==> config.mk <==
export PLATFORM = sky130hd
export DESIGN_NAME = cnws_ctrl
export DESIGN_NICKNAME = d
export VERILOG_FILES = /design/src/rtl/cnws_pkg.sv /design/src/rtl/cnws_ctrl.sv
export VERILOG_INCLUDE_DIRS = /design/src /design/src/rtl
export SDC_FILE = /design/constraint.sdc
export NUM_CORES = 1
export LEC_CHECK = 0
export BUFFER_PORTS_ARGS = -buffer_cell sky130_fd_sc_hd__clkbuf_2
export CAP_MARGIN = 20
export CELL_PAD_IN_SITES_DETAIL_PLACEMENT = 1
export CELL_PAD_IN_SITES_GLOBAL_PLACEMENT = 1
export CORE_MARGIN = 1
export CORE_UTILIZATION = 39
export CTS_CLUSTER_DIAMETER = 60
export DETAILED_ROUTE_END_ITERATION = 10
export GPL_TIMING_DRIVEN = 0
export PLACE_DENSITY_LB_ADDON = 0.1
export SLEW_MARGIN = 15
export SYNTH_ARGS = -nofsm -noshare
export SYNTH_HDL_FRONTEND = slang
export SYNTH_SLANG_ARGS = --single-unit
==> constraint.sdc <==
create_clock -name clk -period 1.8 [get_ports clk]
set_input_delay 0.27 -clock clk [delete_from_list [all_inputs] [get_ports clk]]
set_output_delay 0.27 -clock clk [all_outputs]
set_load 0.005 [all_outputs]
==> src/rtl/crank_nicolson_wave_step_macros.svh <==
// Assertion macros used by the wave step controller.
// Each macro expects signals named clk and arst_n in the including scope.
`ifndef CRANK_NICOLSON_WAVE_STEP_MACROS_SVH
`define CRANK_NICOLSON_WAVE_STEP_MACROS_SVH

// Consequent must hold in the same cycle as the antecedent.
`define CNWS_ASSERT_SAME(lbl, ante, cons, msg) \
	lbl: assert property (@(posedge clk) disable iff (!arst_n) (ante) |-> (cons)) \
		else $error(msg);

// Consequent must hold in the cycle after the antecedent.
`define CNWS_ASSERT_NEXT(lbl, ante, cons, msg) \
	lbl: assert property (@(posedge clk) disable iff (!arst_n) (ante) |=> (cons)) \
		else $error(msg);

`endif

==> src/rtl/cnws_pkg.sv <==
// Shared constants, types and helper functions of the wave step block.
// No dependencies; every RTL module imports this package.
package cnws_pkg;

	localparam int POINTS    = 1024;
	localparam int FRAC_BITS = 28;
	localparam int IDX_W     = $clog2(POINTS);
	localparam int DATA_W    = 32;
	localparam int SIDX_W    = 10;
	localparam int BAR_W     = 10;
	localparam int CMP_W     = (IDX_W > BAR_W) ? IDX_W + 1 : BAR_W + 1;
	localparam int CFG_IDX_W = 3;
	localparam int PROD_W    = 2 * DATA_W;
	localparam int FS_W      = PROD_W - FRAC_BITS;
	localparam int ACC_W     = FS_W + 2;
	localparam int SAT_W     = ACC_W;
	localparam int DIV_STEPS = 2 * FRAC_BITS + DATA_W;
	localparam int DIV_CNT_W = $clog2(DIV_STEPS + 1);
	localparam int QUO_W     = DATA_W + 1;
	localparam int CM_LAST   = 4;

	localparam logic [CFG_IDX_W-1:0] CFG_DIAG_RE = 3'd0;
	localparam logic [CFG_IDX_W-1:0] CFG_DIAG_IM = 3'd1;
	localparam logic [CFG_IDX_W-1:0] CFG_RHS_RE  = 3'd2;
	localparam logic [CFG_IDX_W-1:0] CFG_RHS_IM  = 3'd3;
	localparam logic [CFG_IDX_W-1:0] CFG_BAR_H   = 3'd4;
	localparam logic [CFG_IDX_W-1:0] CFG_BAR_LO  = 3'd5;
	localparam logic [CFG_IDX_W-1:0] CFG_BAR_HI  = 3'd6;

	localparam logic signed [DATA_W-1:0] DIAG_RE_RST = DATA_W'(-(64'sd2 <<< FRAC_BITS));
	localparam logic [BAR_W-1:0] BAR_LO_RST = 10'd410;
	localparam logic [BAR_W-1:0] BAR_HI_RST = 10'd614;

	localparam logic signed [DATA_W-1:0] S32_MAX = {1'b0, {(DATA_W-1){1'b1}}};
	localparam logic signed [DATA_W-1:0] S32_MIN = {1'b1, {(DATA_W-1){1'b0}}};

	typedef enum logic [1:0] {
		KIND_WRITE = 2'd0,
		KIND_STEP  = 2'd1,
		KIND_READ  = 2'd2
	} kind_t;

	typedef struct packed {
		logic signed [DATA_W-1:0] re;
		logic signed [DATA_W-1:0] im;
	} cval_t;

	typedef enum logic [4:0] {
		OP_NOP, OP_WRITE, OP_READ, OP_OUT, OP_STEP_INIT,
		OP_A_LOAD, OP_SQ0, OP_SQ1, OP_SQ2, OP_DIV, OP_A_WR,
		OP_B_RD, OP_B_LD, OP_B_SUB, OP_B_WR,
		OP_C_RD, OP_C_LD, OP_C_WR,
		OP_CM0, OP_CM1, OP_CM2, OP_CM3, OP_CM4,
		OP_ZERO
	} dp_op_t;

	typedef struct packed {
		dp_op_t           op;
		logic [IDX_W-1:0] idx;
		logic             zero;
	} dp_cmd_t;

	typedef struct packed {
		logic div_idle;
	} dp_sts_t;

	typedef enum logic [4:0] {
		ST_IDLE, ST_RD, ST_RD_OUT,
		ST_A_LOAD, ST_A_SQ0, ST_A_SQ1, ST_A_SQ2, ST_A_DIV, ST_A_WAIT, ST_A_WR,
		ST_B_RD, ST_B_LD, ST_B_CM1, ST_B_SUB, ST_B_CM2, ST_B_WR,
		ST_C_RD, ST_C_LD, ST_C_CM, ST_C_WR,
		ST_Z0, ST_Z1
	} ctrl_state_t;

	// Clamp a wide signed value to the 32-bit signed range.
	function automatic logic signed [DATA_W-1:0] sat32(input logic signed [SAT_W-1:0] v);
		logic [SAT_W-DATA_W:0] top;
		top = v[SAT_W-1:DATA_W-1];
		if ((top == '0) || (top == '1)) begin
			return v[DATA_W-1:0];
		end
		return v[SAT_W-1] ? S32_MIN : S32_MAX;
	endfunction

endpackage

==> src/rtl/cnws_ctrl.sv <==
// Controller of the wave step: input and output handshakes and the sweep sequencer.
// Depends on cnws_pkg and the assertion macros header.
module cnws_ctrl (
	input  logic                        clk,
	input  logic                        arst_n,
	input  logic                        in_valid,
	output logic                        in_ready,
	input  logic [1:0]                  kind,
	input  logic [cnws_pkg::SIDX_W-1:0] sample_index,
	output logic                        out_valid,
	input  logic                        out_ready,
	output cnws_pkg::dp_cmd_t           cmd,
	input  cnws_pkg::dp_sts_t           sts
);
	import cnws_pkg::*;

	ctrl_state_t      state_q, state_d;
	logic [IDX_W-1:0] j_q, ridx_q;
	logic [2:0]       cm_q;
	logic             rzero_q, out_valid_q;
	logic             accept, in_range, out_free, cm_done;

	localparam logic [IDX_W-1:0] J_TOP  = IDX_W'(POINTS - 3);
	localparam logic [IDX_W-1:0] J_LAST = IDX_W'(POINTS - 2);

	function automatic dp_op_t cm_op(input logic [2:0] step);
		case (step)
			3'd0:    return OP_CM0;
			3'd1:    return OP_CM1;
			3'd2:    return OP_CM2;
			3'd3:    return OP_CM3;
			default: return OP_CM4;
		endcase
	endfunction

	assign in_ready = state_q == ST_IDLE;
	assign accept   = in_valid && in_ready;
	assign in_range = 32'(sample_index) < POINTS;
	assign out_free = !out_valid_q || out_ready;
	assign cm_done  = cm_q == 3'(CM_LAST);

	always_comb begin
		state_d = state_q;
		case (state_q)
			ST_IDLE: begin
				if (accept && (kind == KIND_STEP)) begin
					state_d = ST_A_LOAD;
				end else if (accept && (kind == KIND_READ)) begin
					state_d = ST_RD;
				end
			end
			ST_RD:     state_d = ST_RD_OUT;
			ST_RD_OUT: if (out_free) state_d = ST_IDLE;
			ST_A_LOAD: state_d = ST_A_SQ0;
			ST_A_SQ0:  state_d = ST_A_SQ1;
			ST_A_SQ1:  state_d = ST_A_SQ2;
			ST_A_SQ2:  state_d = ST_A_DIV;
			ST_A_DIV:  state_d = ST_A_WAIT;
			ST_A_WAIT: if (sts.div_idle) state_d = ST_A_WR;
			ST_A_WR:   state_d = (j_q == '0) ? ST_B_RD : ST_A_LOAD;
			ST_B_RD:   state_d = ST_B_LD;
			ST_B_LD:   state_d = ST_B_CM1;
			ST_B_CM1:  if (cm_done) state_d = ST_B_SUB;
			ST_B_SUB:  state_d = ST_B_CM2;
			ST_B_CM2:  if (cm_done) state_d = ST_B_WR;
			ST_B_WR:   state_d = (j_q == '0) ? ST_C_RD : ST_B_RD;
			ST_C_RD:   state_d = ST_C_LD;
			ST_C_LD:   state_d = ST_C_CM;
			ST_C_CM:   if (cm_done) state_d = ST_C_WR;
			ST_C_WR:   state_d = (j_q == J_LAST) ? ST_Z0 : ST_C_RD;
			ST_Z0:     state_d = ST_Z1;
			ST_Z1:     state_d = ST_IDLE;
			default:   state_d = ST_IDLE;
		endcase
	end

	always_comb begin
		cmd.op   = OP_NOP;
		cmd.idx  = j_q;
		cmd.zero = 1'b0;
		case (state_q)
			ST_IDLE: begin
				cmd.idx = IDX_W'(sample_index);
				if (accept && (kind == KIND_WRITE) && in_range) begin
					cmd.op = OP_WRITE;
				end else if (accept && (kind == KIND_STEP)) begin
					cmd.op = OP_STEP_INIT;
				end
			end
			ST_RD: begin
				cmd.op  = OP_READ;
				cmd.idx = ridx_q;
			end
			ST_RD_OUT: begin
				cmd.op   = out_free ? OP_OUT : OP_NOP;
				cmd.zero = rzero_q;
			end
			ST_A_LOAD: cmd.op = OP_A_LOAD;
			ST_A_SQ0:  cmd.op = OP_SQ0;
			ST_A_SQ1:  cmd.op = OP_SQ1;
			ST_A_SQ2:  cmd.op = OP_SQ2;
			ST_A_DIV:  cmd.op = OP_DIV;
			ST_A_WR:   cmd.op = OP_A_WR;
			ST_B_RD:   cmd.op = OP_B_RD;
			ST_B_LD:   cmd.op = OP_B_LD;
			ST_B_CM1:  cmd.op = cm_op(cm_q);
			ST_B_SUB:  cmd.op = OP_B_SUB;
			ST_B_CM2:  cmd.op = cm_op(cm_q);
			ST_B_WR:   cmd.op = OP_B_WR;
			ST_C_RD:   cmd.op = OP_C_RD;
			ST_C_LD:   cmd.op = OP_C_LD;
			ST_C_CM:   cmd.op = cm_op(cm_q);
			ST_C_WR:   cmd.op = OP_C_WR;
			ST_Z0: begin
				cmd.op  = OP_ZERO;
				cmd.idx = '0;
			end
			ST_Z1: begin
				cmd.op  = OP_ZERO;
				cmd.idx = IDX_W'(POINTS - 1);
			end
			default: cmd.op = OP_NOP;
		endcase
	end

	always_ff @(posedge clk or negedge arst_n) begin
		if (!arst_n) begin
			state_q     <= ST_IDLE;
			j_q         <= '0;
			cm_q        <= '0;
			ridx_q      <= '0;
			rzero_q     <= 1'b0;
			out_valid_q <= 1'b0;
		end else begin
			state_q <= state_d;
			if ((state_q == ST_B_CM1) || (state_q == ST_B_CM2) || (state_q == ST_C_CM)) begin
				cm_q <= cm_done ? '0 : cm_q + 1'b1;
			end else begin
				cm_q <= '0;
			end
			case (state_q)
				ST_IDLE: begin
					if (accept && (kind == KIND_STEP)) begin
						j_q <= J_TOP;
					end
					if (accept && (kind == KIND_READ)) begin
						ridx_q  <= IDX_W'(sample_index);
						rzero_q <= !in_range;
					end
				end
				ST_A_WR: j_q <= (j_q == '0) ? J_TOP : j_q - 1'b1;
				ST_B_WR: j_q <= (j_q == '0) ? IDX_W'(1) : j_q - 1'b1;
				ST_C_WR: j_q <= j_q + 1'b1;
				default: begin
				end
			endcase
			if ((state_q == ST_RD_OUT) && out_free) begin
				out_valid_q <= 1'b1;
			end else if (out_ready) begin
				out_valid_q <= 1'b0;
			end
		end
	end

	assign out_valid = out_valid_q;

	`include "crank_nicolson_wave_step_macros.svh"

	`CNWS_ASSERT_NEXT(a_div_starts, state_q == ST_A_DIV, !sts.div_idle, "divider did not start")
	`CNWS_ASSERT_SAME(a_div_done, state_q == ST_A_WR, sts.div_idle, "coefficient written mid-divide")
	`CNWS_ASSERT_NEXT(a_read_shown, (state_q == ST_RD_OUT) && out_free,
		out_valid_q && (state_q == ST_IDLE), "read beat not presented")
	`CNWS_ASSERT_SAME(a_chi_range, state_q == ST_C_WR, j_q != '0, "forward sweep hit an end sample")

endmodule

==> run_results.csv, run 1 <==
group,metric,value,unit
outcome,run_status,"finished with violations",
outcome,violations,"negative setup slack",
detailed_routing,post_drt_via_cell_ratio,6.39,
worst_setup_path,crit_family,"compound AO/OA/AOI/OAI gates",
worst_setup_path,start_kind,"flip-flop",
pwr,comb_power_share,71.9,%
synthesis,synth_area_leader_cell,"dfrtp_1",
floorplan,initial_core_util,40.3,%
synthesis,yosys_warnings,0,
timing,slew_viol_final,0,
worst_setup_path,r2r_setup_slack,-0.33,ns
placed_design,place_congestion,0.839,
grt,grt_pass1_wl,15500,um
worst_setup_path,reg2reg_from,"state_q[2]",
layout,area_growth,63.6,%
worst_setup_path,cp_cell_sequence,"buf_6 -> and4bb_2 -> a31oi_1 -> nor2_2 -> a222oi_1 -> buf_4 -> mux2_2",
grt,grt_pass1_vias,2905,
pwr,leakagePower,0.00180,uW
min_path,hp-class,"in -> async",
cts,cts-hold-fix-buffers,0,
cts,cts_buffers,5,
pwr,switching_share,47.4,%
worst_setup_path,cp-startpoint,"state_q[2]",
pwr,total_power,7160,uW
synthesis,syn_area,0.00254,mm^2
cts,cts.sinks,29,
pwr,power.clock.fraction,10.3,%
pwr,p_seq_share,17.8,%
floorplan,io_pins,35,
worst_setup_path,worst_path_largest_cell_delay,0.40,ns
timing,final.setup.worst_slack,-0.334,ns
synthesis,synth_common_cells,"31 x nand2_1, 31 x nor2_1, 29 x dfrtp_1, 19 x nand3_1",
timing,fmax,0.469,GHz
detailed_routing,first_pass_iters,4,
floorplan,die_y,82.8,um
layout,fill_cells,691,
timing,setup_violations,31,
timing,maxSlewHeadroom,44.3,%
placed_design,io_buffers,33,
grt,grt_max_degree,30,
worst_setup_path,critPathCapture,"state_q[1]",
grt,track_usage,31.2,%
timing,final_hold_viol_count,0,
synthesis,syn_inst,307,
grt,grt-ovfl-total,0,
layout,layout-drive-gt1-share,56.5,%
detailed_routing,post_drt_wl_per_cell,24.9,um
pwr,p_int,3760,uW
worst_setup_path,critPathBufInv,2,
synthesis,ys_ff_latch,29,
timing,fin_crit,2.13,ns
detailed_routing,wl,12100,um
cts,cts_tree,"done",
floorplan,core,0.00631,mm^2
detailed_routing,drtIter0Drc,150,
cts,cts_buffer_depth,2,
timing,fin_worst_skew,0.0144,ns
pwr,power.density,1720,mW/mm^2
synthesis,synth_top_cells_by_area,"dfrtp_1 29%, nand2_1 4.6%, nor2_1 4.6%",
cts,cts_root_buf,"clkbuf_8",
detailed_routing,ant_nets,0,
pwr,vdd_drop_max,1.10,mV
timing,tightest_slew,0.836,ns
layout,postLayoutCellArea,0.00416,mm^2
worst_setup_path,cp.required,1.98,ns
pwr,p_switching,3390,uW
worst_setup_path,crit_type,"reg -> reg",
worst_setup_path,r2r-end,"state_q[1]",
layout,fin_cells,484,
timing,fin_crit_sh,119,%
job,maxCapViolCount,0,
synthesis,syn_avg_cell_area,8.29,um^2
layout,n_antenna_cell,0,
floorplan,dieArea,0.00685,mm^2
placed_design,dpl_cell_area,0.00282,mm^2
worst_setup_path,crit_path_top_delay_cell,"dfrtp_1",
placed_design,place_ws,-0.483,ns
worst_setup_path,critPathCaptureType,"flip-flop",
placed_design,dp_hpwl,5760,um
floorplan,fp-row-count,29,
worst_setup_path,worst-path-stages,7,
synthesis,synth_edf_count,0,
synthesis,synth_fp_nets,333,
layout,fin_nets,432,
cts,h-tree-depth,2,
worst_setup_path,path_max_fanout,10,
worst_setup_path,arrival,2.31,ns
cts,clkLatencyLatePin,0.29,ns
detailed_routing,vias,3093,
synthesis,synth_top_area_share,28.5,%
floorplan,die_x,82.8,um
synthesis,synthDistinctLibCells,68,
grt,antenna_found_initial,0,
worst_setup_path,r2r.worst_path.cells,7,
synthesis,synth_top_flop_cell,"dfrtp_1",
synthesis,ys_async_sr_fraction,100,%
timing,rsz0062_at_grt,"true",
placed_design,dp.cells,417,
synthesis,ys_seq_area_share,28.5,%
cts,clk_pin_slew,0.08,ns
detailed_routing,drc,0,
per-stage QoR:
step                      utilization, %  hold slack [ns]  setup TNS, ns
after floorplan                        -          -0.0256              0
after global placement              44.7            0.381          -9.18
after detailed placement            44.7            0.390          -9.32
after CTS                           57.5           0.0750          -4.62
after global routing                66.0            0.115          -7.38
final                               66.0           0.0617          -5.92
timing repair:
item | 4_1_cts | 5_1_grt
gates resized for setup | 97 | 83
endpoints found under the setup margin | 40 | 30
buffers inserted | 33 | 27
pin swaps | 20 | 31
cloned | 4 | 1
placed cells by master, fill, tap and decap left out, types with 4 or more instances in the layout:
| cell type | Yosys | routed |
|---|---|---|
| nor2_1 | 31 | 27 |
| nand4_1 | 7 | 7 |
| buf_2 | 8 | 6 |
| buf_6 | 3 | 25 |
| a21oi_1 | 9 | 8 |
| nand3_1 | 19 | 10 |
| nor2b_1 | 10 | 7 |
| nor3_1 | 11 | 7 |
| nor2_4 | 0 | 4 |
| a22oi_2 | 0 | 7 |
| dfrtp_2 | 0 | 6 |
| nand3_4 | 0 | 4 |
| buf_4 | 3 | 42 |
| nand2_1 | 31 | 27 |
| o21ai_0 | 10 | 8 |
| nand3_2 | 0 | 6 |
| a22oi_1 | 11 | 4 |
| clkbuf_2 | 0 | 31 |
| ha_4 | 0 | 7 |
| dfrtp_1 | 29 | 23 |
| clkbuf_8 | 0 | 9 |
| nor3_4 | 0 | 7 |
| inv_1 | 11 | 7 |
| mux2_1 | 4 | 4 |
| mux2_2 | 7 | 7 |
| a311oi_2 | 1 | 4 |
power by group through the flow:
stage / Combinational [uW] / Clock [uW] / Sequential, uW
floorplan: 2170 / 0 / 1110
global placement: 3010 / 0 / 1180
CTS: 4240 / 743 / 1200
global route: 5460 / 767 / 1300
detailed placement: 3070 / 0 / 1190
finish: 5150 / 734 / 1280
area by class of cell:
class                      instances  area, um^2  area share [%]
clock buffer                       7        86.3            2.07
tap                               77        96.3            2.31
multi-input combinational        246        2250            54.0
sequential                        29         733            17.6
inverter                          11        43.8            1.05
timing repair buffer              94         729            17.5
buffer                            19         196            4.72
clock inverter                     1        30.0           0.721
layer usage:
layer  wire [um]  vias up  track usage (%)
met4         562        0             14.5
li1            -     1328                -
met3         550       46             6.12
met1        4810     1587             37.7
met2        6150      132             53.1
met5           0        -                0
registers in the layout (all words and copies together), names as in the netlist:
signal	flops
ridx_q	10
j_q	10
cm_q	3
out_valid	1
state_q	5
worst min path at each step:
stage / startpoint / end / slack, ns / cells after the start
after floorplan: arst_n / cm_q[0] / -0.03 / 0
after detailed placement: arst_n / out_valid / 0.39 / 1
after global routing: arst_n / out_valid / 0.12 / 1
final: arst_n / out_valid / 0.06 / 1
after global placement: arst_n / out_valid / 0.38 / 1
after CTS: arst_n / out_valid / 0.07 / 1
cell families (layout without fill, tap and decap cells):
group                    count (synthesis)  in the layout  synth area share [%]
AO/OA/AOI/OAI                           73             73                  22.4
buffers and inverters                   34            132                  6.74
XOR/XNOR                                 7              7                  2.41
multiplexers                            11             11                  4.87
other                                    1              1                 0.147
AND/OR/NAND/NOR                        143            145                  30.5
adder cells (fa/ha/maj)                  9              9                  4.42
flip-flops                              29             29                  28.5
No activity file was read; power rests on OpenSTA's default activity.
==> run 2: changes to the inputs <==
CORE_MARGIN = 3   (was 1)
==> run 2 against run 1 <==
- highest routed layer unchanged
- setup slack worse by 0.14 ns
- sequential cell count stayed put
- sequential power about the same
- the run still ends with negative setup slack left
- fmax decreased by 6.1%
- via count is 3.7% higher
- critical endpoint is now cmd[11]
- sequential share of layout area rose by 0.53 points
- final area fell by 3.1%
- non-clock buffer count increased by 3
==> run_results.csv, run 2 (same netlist as run 1, synthesis figures left out) <==
group,metric,value,unit
floorplan,initial_core_util,41.5,%
worst_setup_path,cp_cell_sequence,"buf_6 -> inv_1 -> o31ai_2 -> a311o_1 -> o211ai_1 -> buf_2",
timing,fin_crit_sh,126,%
layout,fin_nets,435,
worst_setup_path,crit_family,"compound AO/OA/AOI/OAI gates",
detailed_routing,wl,13000,um
grt,antenna_found_initial,0,
cts,cts_buffers,5,
floorplan,fp-row-count,28,
grt,grt_max_degree,30,
timing,final.setup.tns,-9.33,ns
grt,grt-ovfl-total,0,
worst_setup_path,r2r-end,"state_q[1]",
placed_design,place_ws,-0.460,ns
detailed_routing,drtIter0Drc,285,
cts,h-tree-depth,2,
outcome,violations,"negative setup slack",
outcome,run_status,"finished with violations",
layout,seq_area,732,um^2
layout,fill_cells,703,
pwr,vdd_drop_max,0.970,mV
worst_setup_path,arrival,2.00,ns
placed_design,io_buffers,33,
grt,grt_use_met1,35.8,%
layout,multi_input_comb_area,0.00218,mm^2
timing,fin_worst_skew,0.00567,ns
worst_setup_path,cp-startpoint,"state_q[2]",
timing,maxSlewHeadroom,45.5,%
timing,rsz0062_at_grt,"true",
layout,n_antenna_cell,0,
timing,final.setup.worst_slack,-0.472,ns
worst_setup_path,r2r_setup_slack,-0.46,ns
min_path,hp-class,"in -> async",
pwr,power.density,1790,mW/mm^2
detailed_routing,drc,0,
worst_setup_path,path_max_fanout,8,
grt,track_usage,27.1,%
layout,layout-drive-gt1-share,58.0,%
detailed_routing,first_pass_iters,5,
layout,utilization,65.8,%
job,maxCapViolCount,0,
layout,reg.largest.list,"j_q: 10 flops, ridx_q: 10 flops, state_q: 5 flops",
floorplan,die_y,86.8,um
worst_setup_path,worst-path-stages,6,
floorplan,io_pins,35,
cts,cts_root_buf,"clkbuf_8",
placed_design,dp_hpwl,5900,um
worst_setup_path,crit_path_top_delay_cell,"a311o_1",
timing,setup_violations,40,
worst_setup_path,r2r.worst_path.cells,8,
detailed_routing,ant_nets,0,
worst_setup_path,critPathBufInv,3,
grt,grt_use_met3,5.89,%
cts,cts.sinks,29,
worst_setup_path,start_kind,"flip-flop",
worst_setup_path,cp.required,1.53,ns
layout,layout.cells.most_common,"buf_4",
detailed_routing,vias,3208,
cts,cts_buffer_depth,2,
grt,grt_pass1_wl,15800,um
timing,tightest_slew,0.818,ns
timing,final_hold_viol_count,0,
cts,cts_tree,"done",
worst_setup_path,worst_path_largest_cell_delay,0.42,ns
layout,area_growth,58.6,%
cts,cts-hold-fix-buffers,0,
timing,slew_viol_final,0,
grt,grt_busiest_layer,"met2",
detailed_routing,post_drt_via_cell_ratio,6.61,
worst_setup_path,critPathCaptureType,"output port",
floorplan,dieArea,0.00753,mm^2
grt,grt_pass1_vias,2940,
floorplan,die_x,86.8,um
cts,clkLatencyLatePin,0.29,ns
worst_setup_path,crit_type,"reg -> out",
worst_setup_path,reg2reg_from,"state_q[4]",
placed_design,place_congestion,0.857,
worst_setup_path,critPathCapture,"cmd[11]",
timing,fmax,0.440,GHz
timing,fin_crit,2.27,ns
cts,clk_pin_slew,0.08,ns
pwr,leakagePower,0.00179,uW
grt,grt_util_met2,44.6,%
detailed_routing,post_drt_wl_per_cell,26.8,um
floorplan,core,0.00613,mm^2
layout,final_cell_mix,"53 x buf_4, 28 x clkbuf_2, 27 x nor2_1",
## run 2: cell count changes in the layout (fill, tap and decap cells not counted), sizes merged
cell,before,now
buf,77,86
bufinv,1,0
clkbuf,43,35
clkinv,0,2
clkinvlp,0,1
## run 2: cell type report
| cell class | instances | share of cell area, % |
|---|---|---|
| Clock buffer | 5 | 1.70 |
| Inverter | 11 | 1.02 |
| Buffer | 21 | 5.36 |
| Tap cell | 75 | 2.32 |
| Timing Repair Buffer | 95 | 17.0 |
| Clock inverter | 3 | 0.434 |
| Sequential cell | 29 | 18.1 |
| Multi-Input combinational cell | 246 | 54.0 |
## run 2: metrics by stage
step                cell area [um^2]  hold WS, ns  total power [uW]  std cells
floorplan                       2560      -0.0256              3280        307
global placement                2820        0.382              4190        415
detailed placement              2820        0.387              4280        415
CTS                             3450       0.0854              5900        452
global route                    4040        0.105              7530        485
finish                          4040       0.0567              7220        485
## run 2: report_power, final
part           switching [uW]  internal (uW)
logic                    2920           2430
clock network             309            267
registers                 363            937
total                    3590           3630
## run 2: worst min path at each step
stage,slack (ns),cells past startpoint,start,endpoint
after floorplan,-0.03,0,arst_n,cm_q[0]
after global placement,0.38,1,arst_n,out_valid
after detailed placement,0.39,1,arst_n,out_valid
after CTS,0.09,1,arst_n,out_valid
after global routing,0.10,1,arst_n,out_valid
final,0.06,1,arst_n,out_valid
## run 2: what timing repair did
item                                    in CTS  in global routing
endpoints found under the setup margin      40                 39
pin swaps                                   37                 26
gates cloned                                 4                  2
resized for setup                           87                 87
buffers inserted                            27                 34
## run 2: layer usage
metal | routed length (um) | vias up | share of wire [%]
met3 | 967 | 59 | 7.5
met1 | 5180 | 1629 | 40
met2 | 6260 | 185 | 48
met4 | 570 | 0 | 4.4
met5 | 0 | - | 0
li1 | - | 1335 | -
